### src/hw/rtl/ffsa_pkg.sv
// Shared types and constants for the first-fit segment allocator.
package ffsa_pkg;

    localparam int MAX_SEGMENTS = 1024;
    localparam int BLOCK_WIDTH  = 16;
    localparam int IDX_W        = $clog2(MAX_SEGMENTS);
    localparam int CNT_W        = IDX_W + 1;
    localparam int NEED_W       = BLOCK_WIDTH + 1;

    localparam logic [1:0] ACT_LOAD    = 2'd0;
    localparam logic [1:0] ACT_ALLOC   = 2'd1;
    localparam logic [1:0] ACT_RELEASE = 2'd2;

    localparam logic [1:0] ERR_NONE  = 2'd0;
    localparam logic [1:0] ERR_NOFIT = 2'd1;
    localparam logic [1:0] ERR_FULL  = 2'd2;

    localparam logic [CNT_W-1:0] CNT_MAX = CNT_W'(MAX_SEGMENTS);

    typedef struct packed {
        logic                   used;
        logic [BLOCK_WIDTH-1:0] first;
        logic [BLOCK_WIDTH-1:0] last;
    } t_seg;

    // Queue command from the sequencer to the cell chain.
    typedef struct packed {
        logic pop;
        logic push;
        t_seg seg;
    } t_chain_cmd;

    typedef enum logic [6:0] {
        S_IDLE  = 7'b0000001,
        S_SCAN  = 7'b0000010,
        S_SPLIT = 7'b0000100,
        S_MERGE = 7'b0001000,
        S_FLUSH = 7'b0010000,
        S_DONE  = 7'b0100000,
        S_SPARE = 7'b1000000
    } t_state;

endpackage

### src/hw/rtl/ffsa_ctrl.sv
// Sequencer: scan pass with split, merge pass, and the result register.
module ffsa_ctrl (
    input  logic                           i_clk,
    input  logic                           i_rst_n,
    input  logic                           i_in_valid,
    output logic                           o_in_ready,
    input  logic [1:0]                     i_action,
    input  logic                           i_load_used,
    input  logic [ffsa_pkg::BLOCK_WIDTH-1:0] i_load_first,
    input  logic [ffsa_pkg::BLOCK_WIDTH-1:0] i_load_last,
    input  logic [ffsa_pkg::NEED_W-1:0]    i_block_count,
    output logic                           o_out_valid,
    input  logic                           i_out_ready,
    output logic                           o_ok,
    output logic [1:0]                     o_error_code,
    output logic [ffsa_pkg::BLOCK_WIDTH-1:0] o_granted_first,
    output logic [ffsa_pkg::BLOCK_WIDTH-1:0] o_granted_last,
    output logic [ffsa_pkg::NEED_W-1:0]    o_released_total,
    output logic [ffsa_pkg::CNT_W-1:0]     o_segments_now,
    output ffsa_pkg::t_chain_cmd           o_cmd,
    input  ffsa_pkg::t_seg                 i_head,
    input  logic [ffsa_pkg::CNT_W-1:0]     i_count
);
    import ffsa_pkg::*;

    t_state             r_state, n_state;
    logic [1:0]         r_act;
    logic [NEED_W-1:0]  r_need;
    logic [NEED_W-1:0]  r_left, n_left;
    logic               r_done, n_done;
    logic               r_full_hit, n_full_hit;
    logic               r_ok, n_ok;
    logic [1:0]         r_err, n_err;
    logic [BLOCK_WIDTH-1:0] r_gf, n_gf, r_gl, n_gl;
    logic [CNT_W-1:0]   r_pops, n_pops;
    t_seg               r_tail, n_tail;
    t_seg               r_hold, n_hold;
    logic               r_hold_v, n_hold_v;
    logic               r_ovalid, n_ovalid;
    logic               r_ook;
    logic [1:0]         r_oerr;
    logic [BLOCK_WIDTH-1:0] r_ogf, r_ogl;
    logic [NEED_W-1:0]  r_orel;
    logic [CNT_W-1:0]   r_ocnt;

    logic               w_in_acc;
    logic               w_out_load;
    logic [NEED_W-1:0]  w_size;
    logic [NEED_W-1:0]  w_amt;
    logic [NEED_W-1:0]  w_sum;
    logic               w_full;
    logic               w_ok_end;
    logic               w_mergeable;
    logic [NEED_W-1:0]  w_released;
    t_chain_cmd         w_cmd;

    assign o_in_ready = (r_state == S_IDLE);
    assign w_in_acc   = i_in_valid && o_in_ready;
    assign w_out_load = (r_state == S_DONE) && (!r_ovalid || i_out_ready);
    assign w_full     = (i_count == CNT_MAX);

    // Head entry size, zero for a reversed segment
    assign w_size = (i_head.last < i_head.first) ? '0 :
        (NEED_W'(i_head.last) - NEED_W'(i_head.first) + NEED_W'(1));
    assign w_amt  = (r_act == ACT_ALLOC) ? r_need : r_left;
    assign w_sum  = NEED_W'(i_head.first) + w_amt;

    assign w_ok_end = (r_act == ACT_ALLOC) ? r_ok :
                      ((r_act == ACT_RELEASE) && (r_left != r_need));
    assign w_mergeable = (r_hold.used == i_head.used) &&
        ((NEED_W'(r_hold.last) + NEED_W'(1)) == NEED_W'(i_head.first));
    assign w_released = (r_act == ACT_RELEASE) ? (r_need - r_left) : '0;

    always_comb begin
        n_state    = r_state;
        n_left     = r_left;
        n_done     = r_done;
        n_full_hit = r_full_hit;
        n_ok       = r_ok;
        n_err      = r_err;
        n_gf       = r_gf;
        n_gl       = r_gl;
        n_pops     = r_pops;
        n_tail     = r_tail;
        n_hold     = r_hold;
        n_hold_v   = r_hold_v;
        w_cmd      = '0;
        case (r_state)
            S_IDLE: begin
                if (w_in_acc) begin
                    n_left     = i_block_count;
                    n_done     = 1'b0;
                    n_full_hit = 1'b0;
                    n_ok       = 1'b0;
                    n_err      = ERR_NOFIT;
                    n_gf       = '0;
                    n_gl       = '0;
                    n_pops     = i_count;
                    if (i_action == ACT_LOAD) begin
                        // Append straight to the tail
                        if (w_full) begin
                            n_err = ERR_FULL;
                        end else begin
                            w_cmd.push       = 1'b1;
                            w_cmd.seg.used   = i_load_used;
                            w_cmd.seg.first  = i_load_first;
                            w_cmd.seg.last   = i_load_last;
                            n_ok             = 1'b1;
                            n_err            = ERR_NONE;
                        end
                        n_state = S_DONE;
                    end else begin
                        n_state = S_SCAN;
                    end
                end
            end
            S_SCAN: begin
                if (r_pops != '0) begin
                    // Pop one entry, rewrite it, append it at the tail
                    w_cmd.pop  = 1'b1;
                    w_cmd.push = 1'b1;
                    w_cmd.seg  = i_head;
                    n_pops     = r_pops - CNT_W'(1);
                    if ((r_act == ACT_ALLOC) && (r_need != '0) && !r_done &&
                        !i_head.used) begin
                        if (w_size == r_need) begin
                            w_cmd.seg.used = 1'b1;
                            n_ok   = 1'b1;
                            n_gf   = i_head.first;
                            n_gl   = i_head.last;
                            n_done = 1'b1;
                        end else if (w_size > r_need) begin
                            n_done = 1'b1;
                            if (w_full) begin
                                n_full_hit = 1'b1;
                            end else begin
                                w_cmd.seg.used  = 1'b1;
                                w_cmd.seg.last  = BLOCK_WIDTH'(w_sum - NEED_W'(1));
                                n_tail.used     = 1'b0;
                                n_tail.first    = BLOCK_WIDTH'(w_sum);
                                n_tail.last     = i_head.last;
                                n_ok            = 1'b1;
                                n_gf            = i_head.first;
                                n_gl            = BLOCK_WIDTH'(w_sum - NEED_W'(1));
                                n_state         = S_SPLIT;
                            end
                        end
                    end else if ((r_act == ACT_RELEASE) && (r_left != '0) && !r_done &&
                                 i_head.used) begin
                        if (w_size <= r_left) begin
                            w_cmd.seg.used = 1'b0;
                            n_left = r_left - w_size;
                        end else begin
                            n_done = 1'b1;
                            if (w_full) begin
                                n_full_hit = 1'b1;
                            end else begin
                                w_cmd.seg.used  = 1'b0;
                                w_cmd.seg.last  = BLOCK_WIDTH'(w_sum - NEED_W'(1));
                                n_tail.used     = 1'b1;
                                n_tail.first    = BLOCK_WIDTH'(w_sum);
                                n_tail.last     = i_head.last;
                                n_left          = '0;
                                n_state         = S_SPLIT;
                            end
                        end
                    end
                end else begin
                    // End of scan: settle status, merge only on success
                    n_ok = w_ok_end;
                    if (r_full_hit) begin
                        n_err = ERR_FULL;
                    end else if (w_ok_end) begin
                        n_err = ERR_NONE;
                    end else begin
                        n_err = ERR_NOFIT;
                    end
                    n_pops   = i_count;
                    n_hold_v = 1'b0;
                    n_state  = w_ok_end ? S_MERGE : S_DONE;
                end
            end
            S_SPLIT: begin
                // Append the split tail without popping
                w_cmd.push = 1'b1;
                w_cmd.seg  = r_tail;
                n_state    = S_SCAN;
            end
            S_MERGE: begin
                if (r_pops != '0) begin
                    w_cmd.pop = 1'b1;
                    n_pops    = r_pops - CNT_W'(1);
                    if (!r_hold_v) begin
                        n_hold   = i_head;
                        n_hold_v = 1'b1;
                    end else if (w_mergeable) begin
                        n_hold.last = i_head.last;
                    end else begin
                        w_cmd.push = 1'b1;
                        w_cmd.seg  = r_hold;
                        n_hold     = i_head;
                    end
                end else begin
                    n_state = S_FLUSH;
                end
            end
            S_FLUSH: begin
                // Drop the held entry back into the chain
                w_cmd.push = r_hold_v;
                w_cmd.seg  = r_hold;
                n_hold_v   = 1'b0;
                n_state    = S_DONE;
            end
            S_DONE: begin
                if (w_out_load) begin
                    n_state = S_IDLE;
                end
            end
            default: begin
                n_state = S_IDLE;
            end
        endcase
    end

    // Output slot fills from DONE, drains on an accepted beat
    always_comb begin
        n_ovalid = r_ovalid;
        if (w_out_load) begin
            n_ovalid = 1'b1;
        end else if (i_out_ready) begin
            n_ovalid = 1'b0;
        end
    end

    always_ff @(posedge i_clk) begin
        if (!i_rst_n) begin
            r_state  <= S_IDLE;
            r_ovalid <= 1'b0;
            r_hold_v <= 1'b0;
        end else begin
            r_state  <= n_state;
            r_ovalid <= n_ovalid;
            r_hold_v <= n_hold_v;
        end
    end

    always_ff @(posedge i_clk) begin
        if (w_in_acc) begin
            r_act  <= i_action;
            r_need <= i_block_count;
        end
        r_left     <= n_left;
        r_done     <= n_done;
        r_full_hit <= n_full_hit;
        r_ok       <= n_ok;
        r_err      <= n_err;
        r_gf       <= n_gf;
        r_gl       <= n_gl;
        r_pops     <= n_pops;
        r_tail     <= n_tail;
        r_hold     <= n_hold;
        if (w_out_load) begin
            r_ook  <= r_ok;
            r_oerr <= r_err;
            r_ogf  <= r_gf;
            r_ogl  <= r_gl;
            r_orel <= w_released;
            r_ocnt <= i_count;
        end
    end

    assign o_cmd            = w_cmd;
    assign o_out_valid      = r_ovalid;
    assign o_ok             = r_ook;
    assign o_error_code     = r_oerr;
    assign o_granted_first  = r_ogf;
    assign o_granted_last   = r_ogl;
    assign o_released_total = r_orel;
    assign o_segments_now   = r_ocnt;

endmodule

### config.mk
export PLATFORM = sky130hd
export DESIGN_NAME = ffsa_ctrl
export DESIGN_NICKNAME = d
export VERILOG_FILES = /design/src/hw/rtl/ffsa_pkg.sv /design/src/hw/rtl/ffsa_ctrl.sv
export SDC_FILE = /design/constraint.sdc
export NUM_CORES = 1
export LEC_CHECK = 0
export ABC_AREA = 1
export BUFFER_PORTS_ARGS = -buffer_cell sky130_fd_sc_hd__buf_2
export CORE_ASPECT_RATIO = 1.25
export CORE_MARGIN = 1
export CORE_UTILIZATION = 46
export DETAILED_ROUTE_END_ITERATION = 16
export PLACE_DENSITY_LB_ADDON = 0.12
export SETUP_SLACK_MARGIN = 0.1
export SYNTH_ARGS = -nofsm -noshare
export SYNTH_HDL_FRONTEND = slang
export SYNTH_SLANG_ARGS = --single-unit
### constraint.sdc
create_clock -name i_clk -period 6.8 [get_ports i_clk]
set_input_delay 0.68 -clock i_clk [delete_from_list [all_inputs] [get_ports i_clk]]
set_output_delay 0.68 -clock i_clk [all_outputs]
set_load 0.1 [all_outputs]
==> results.md <==
* Die height at 203 um
* Relative slew slack at 23.9%
* Final hold slack at 332 ps
* Io pins at 200
* RSZ-0062 raised after global routing: false
* Met2 usage at roughly half
* Max-Cap Viols at 0
* CP Max Fanout at 10
* CTS tree: built
* Outcome: finished clean
* Yosys top cell by area: edfxtp_1
* Die extent in x at 163 um
* Port bufs at just under 200
* Mux cell area share after synthesis at 0%
* CP startpoint: i_head[18]
* Final global-route overflow total at 0
* Detailed Place HPWL at approximately 39000 um
* Final period util at between 90% and 100%
* Adder-cell area share of the yosys netlist at under 10%
* Gr busiest metal: met2
* Register-to-Register Path Depth at 18
* Pwr Density at 382 mW/mm^2
* Lkg Pwr at 7.99 nW
* M3 GR Usage at 4.80%
* WL final at 49100 um
* Synth cell types at 52
* WP buf/inv at 6
* Nets@finish at 2200
* Area Overhead vs Synth at 16.7%
* Main synth FF type: edfxtp_1
* Cell Rows at 73
* Post-synth ARST share at 0%
* Initial antenna violation count at 1
* R2r setup slk at approximately 2500 ps
* Setup TNS at 0 ps
* Starting Density at 46.7%
* DR vias/cell at 5.51
* Crit path DAT at ~5600 ps
* Critical R2R Capture: r_gl[14]
* Fin crit period at 6320 ps
* Synth Area in Simple Gates at 24.7%
* Post-Syn Instances at 1777
* Post-synth top cells: 436 x nand2_1, 238 x inv_1, 213 x edfxtp_1, 158 x nor2_1, 129 x nand3_1
* DR iter-0 viols at 1150
* Yosys reg bits at 221
* First-pass GRT wire length at roughly 74000 um
* R2R Path Start: r_act[1]
* GR Util met1 at ~37%
* CP top delay family: simple AND/OR/NAND/NOR gates
* Hold worst-path end: o_segments_now[5]
* Delay of the slowest critical-path stage at 570 ps
* CP Capture Type: primary output
* Startpoint Class: input pin
* Hold Path Depth at 1
* Top cell type's share of synthesized area at 43.1%
* Clock transition at path regs at 60 ps
* Final count of hold timing violations at 0
* Post-route ant nets at 0
* Final setup fails at 0
* Vias in the first global route at 12.9k
* Max Slew Vio Count at 0
* GP Congestion at roughly 1
* Root Driver: clkbuf_16
* Clock Latency Late Sink at 540 ps
* Synth Area in XOR/XNOR at 2.77%
* Sink Count at approximately 220
* Post-synthesis sequential area ratio at 44.2%
* Post-synth EDFFs at 213
* Vias at around 13k
* Net Count, Synth at 1988
* Synthesized area per cell at 8.35 um^2
* Total global-route track usage at 29.7%
* First-pass detailed-route iteration total at 6
* CP required at 6120 ps
* CP max-delay cell: fa_1
* Drt wl/cell at just over 20 um
* Largest net degree at the start of global routing at 64
* Worst Hold Class: in -> reg
* CTS buffer count at 24
* Largest family of logic cells by synthesized area: simple AND/OR/NAND/NOR gates
* Residual DRC count at 0
* Top-count cell post-synth: nand2_1
* Skew final at 14.4 ps
* Max VDD drop at 0.000250 V
* Area contributors post-synth: edfxtp_1 43%, nand2_1 11%, ha_1 8.4%
* Kind of critical path: in -> out
* Area of the core at ~0.032 mm^2
* Die area at 0.0330 mm^2
* Mapped Area at between 0.01 and 0.015 mm^2
* Slew @ Worst Pin at 1140 ps
* H-tree Lvls at 1
* Max Fclk at roughly 160 MHz
* Yosys synthesis warning count at 0
* Crit-path most repeated cell: nand2_1
* Clock buffer depth at 3
* Layout cells sized above 1 at ~16%
* Hold Crit Start: i_count[5]
* Compound-Gate Fraction of Synth Area at 11.0%
[cell type report]
cell class / instances / area [um^2]
fill: 3051 / 14500
multi-input combinational: 1274 / 7250
sequential: 221 / 6560
timing repair buffer: 218 / 1290
inverter: 250 / 938
clock buffer: 31 / 648
tap: 412 / 515
clock inverter: 12 / 118
antenna: 1 / 2.50
[how the worst max path moves through the flow]
stage	slack [ps]	cells past startpoint	to
detailed placement	380	29	o_cmd[4]
finish	480	27	o_cmd[4]
floorplan	330	21	r_gf[0]
global route	150	29	o_cmd[8]
CTS	370	29	o_cmd[4]
global placement	520	28	o_cmd[13]
[cells in the final DEF (no fill, tap or decap), types with 10 or more instances in the layout]
cell type  Yosys  final
inv_2         10     10
xnor2_1       17     17
buf_2          7    190
o21ai_0      102    101
xor2_1        30     30
a21oi_1       92     91
clkbuf_16      0     25
edfxtp_1     213    213
nor4_1        11     10
a22oi_1       24     24
nand2_1      436    436
nor2_2        10     10
nor2_1       158    158
buf_4          2     18
buf_12         0     10
fa_1          11     11
ha_1         100    100
inv_1        238    238
o211ai_1      18     18
nor3_1        21     20
nand3_1      129    129
nand4_1       29     29
[metal layers]
layer	share of wire (%)	up-vias	wire [um]
met1	40	6249	19800
li1	-	6462	-
met3	7.0	108	3430
met4	4.8	0	2340
met5	0	-	0
met2	48	520	23600
[power by group]
group	leakage, nW	switching (W)	total [W]	internal, W
clock	0.375	0.000555	0.00131	0.000750
sequential	2.03	0.000157	0.00203	0.00188
combinational	5.58	0.00238	0.00327	0.000881
[worst reg2reg max path, stage by stage (launching register included)]
cell and delay, ps:
edfxtp_1 350, inv_1 100, nand2_1 540, o21ai_0 530, ha_1 310, fa_1 460, inv_1 90, ha_1 160
inv_1 40, nor2_1 240, nand3_2 150, nor2_4 140, nand3_1 220, nor2_2 200, nand2_1 70, nand2_1 60
nand2_1 120, o211ai_1 190, inv_1 60
[state kept, by name, summed over array words and instances (netlist names), 6 cells and up]
signal,cells
o_granted_first,16
o_released_total,17
r_state,6
r_need,17
r_gl,16
o_segments_now,11
o_granted_last,16
r_pops,11
r_tail,33
r_left,17
r_hold,33
r_gf,16
[stage by stage]
step	util (%)	total power, W	area (um^2)	instances	worst slack [ps]
6_report	54.5	0.00660	17300	2419	480
5_1_grt	54.5	0.00701	17300	2419	149
4_1_cts	54.3	0.00661	17300	2414	367
3_5_place_dp	51.9	0.00529	16500	2371	380
3_3_place_gp	51.9	0.00527	16500	2371	517
2_1_floorplan	-	0.00436	14800	1777	332
[what timing repair did]
action	4_1_cts	5_1_grt
buffers inserted	0	3
resized for setup	0	3
hold buffers	0	0
setup endpoints to repair	0	14
[kinds of logic after synthesis]
logic type / Yosys count
AO/OA/AOI/OAI: 281
buffers and inverters: 283
XOR/XNOR: 47
flip-flops: 221
AND/OR/NAND/NOR: 834
adder cells (fa/ha/maj): 111
(Power assumes the default switching activity.)
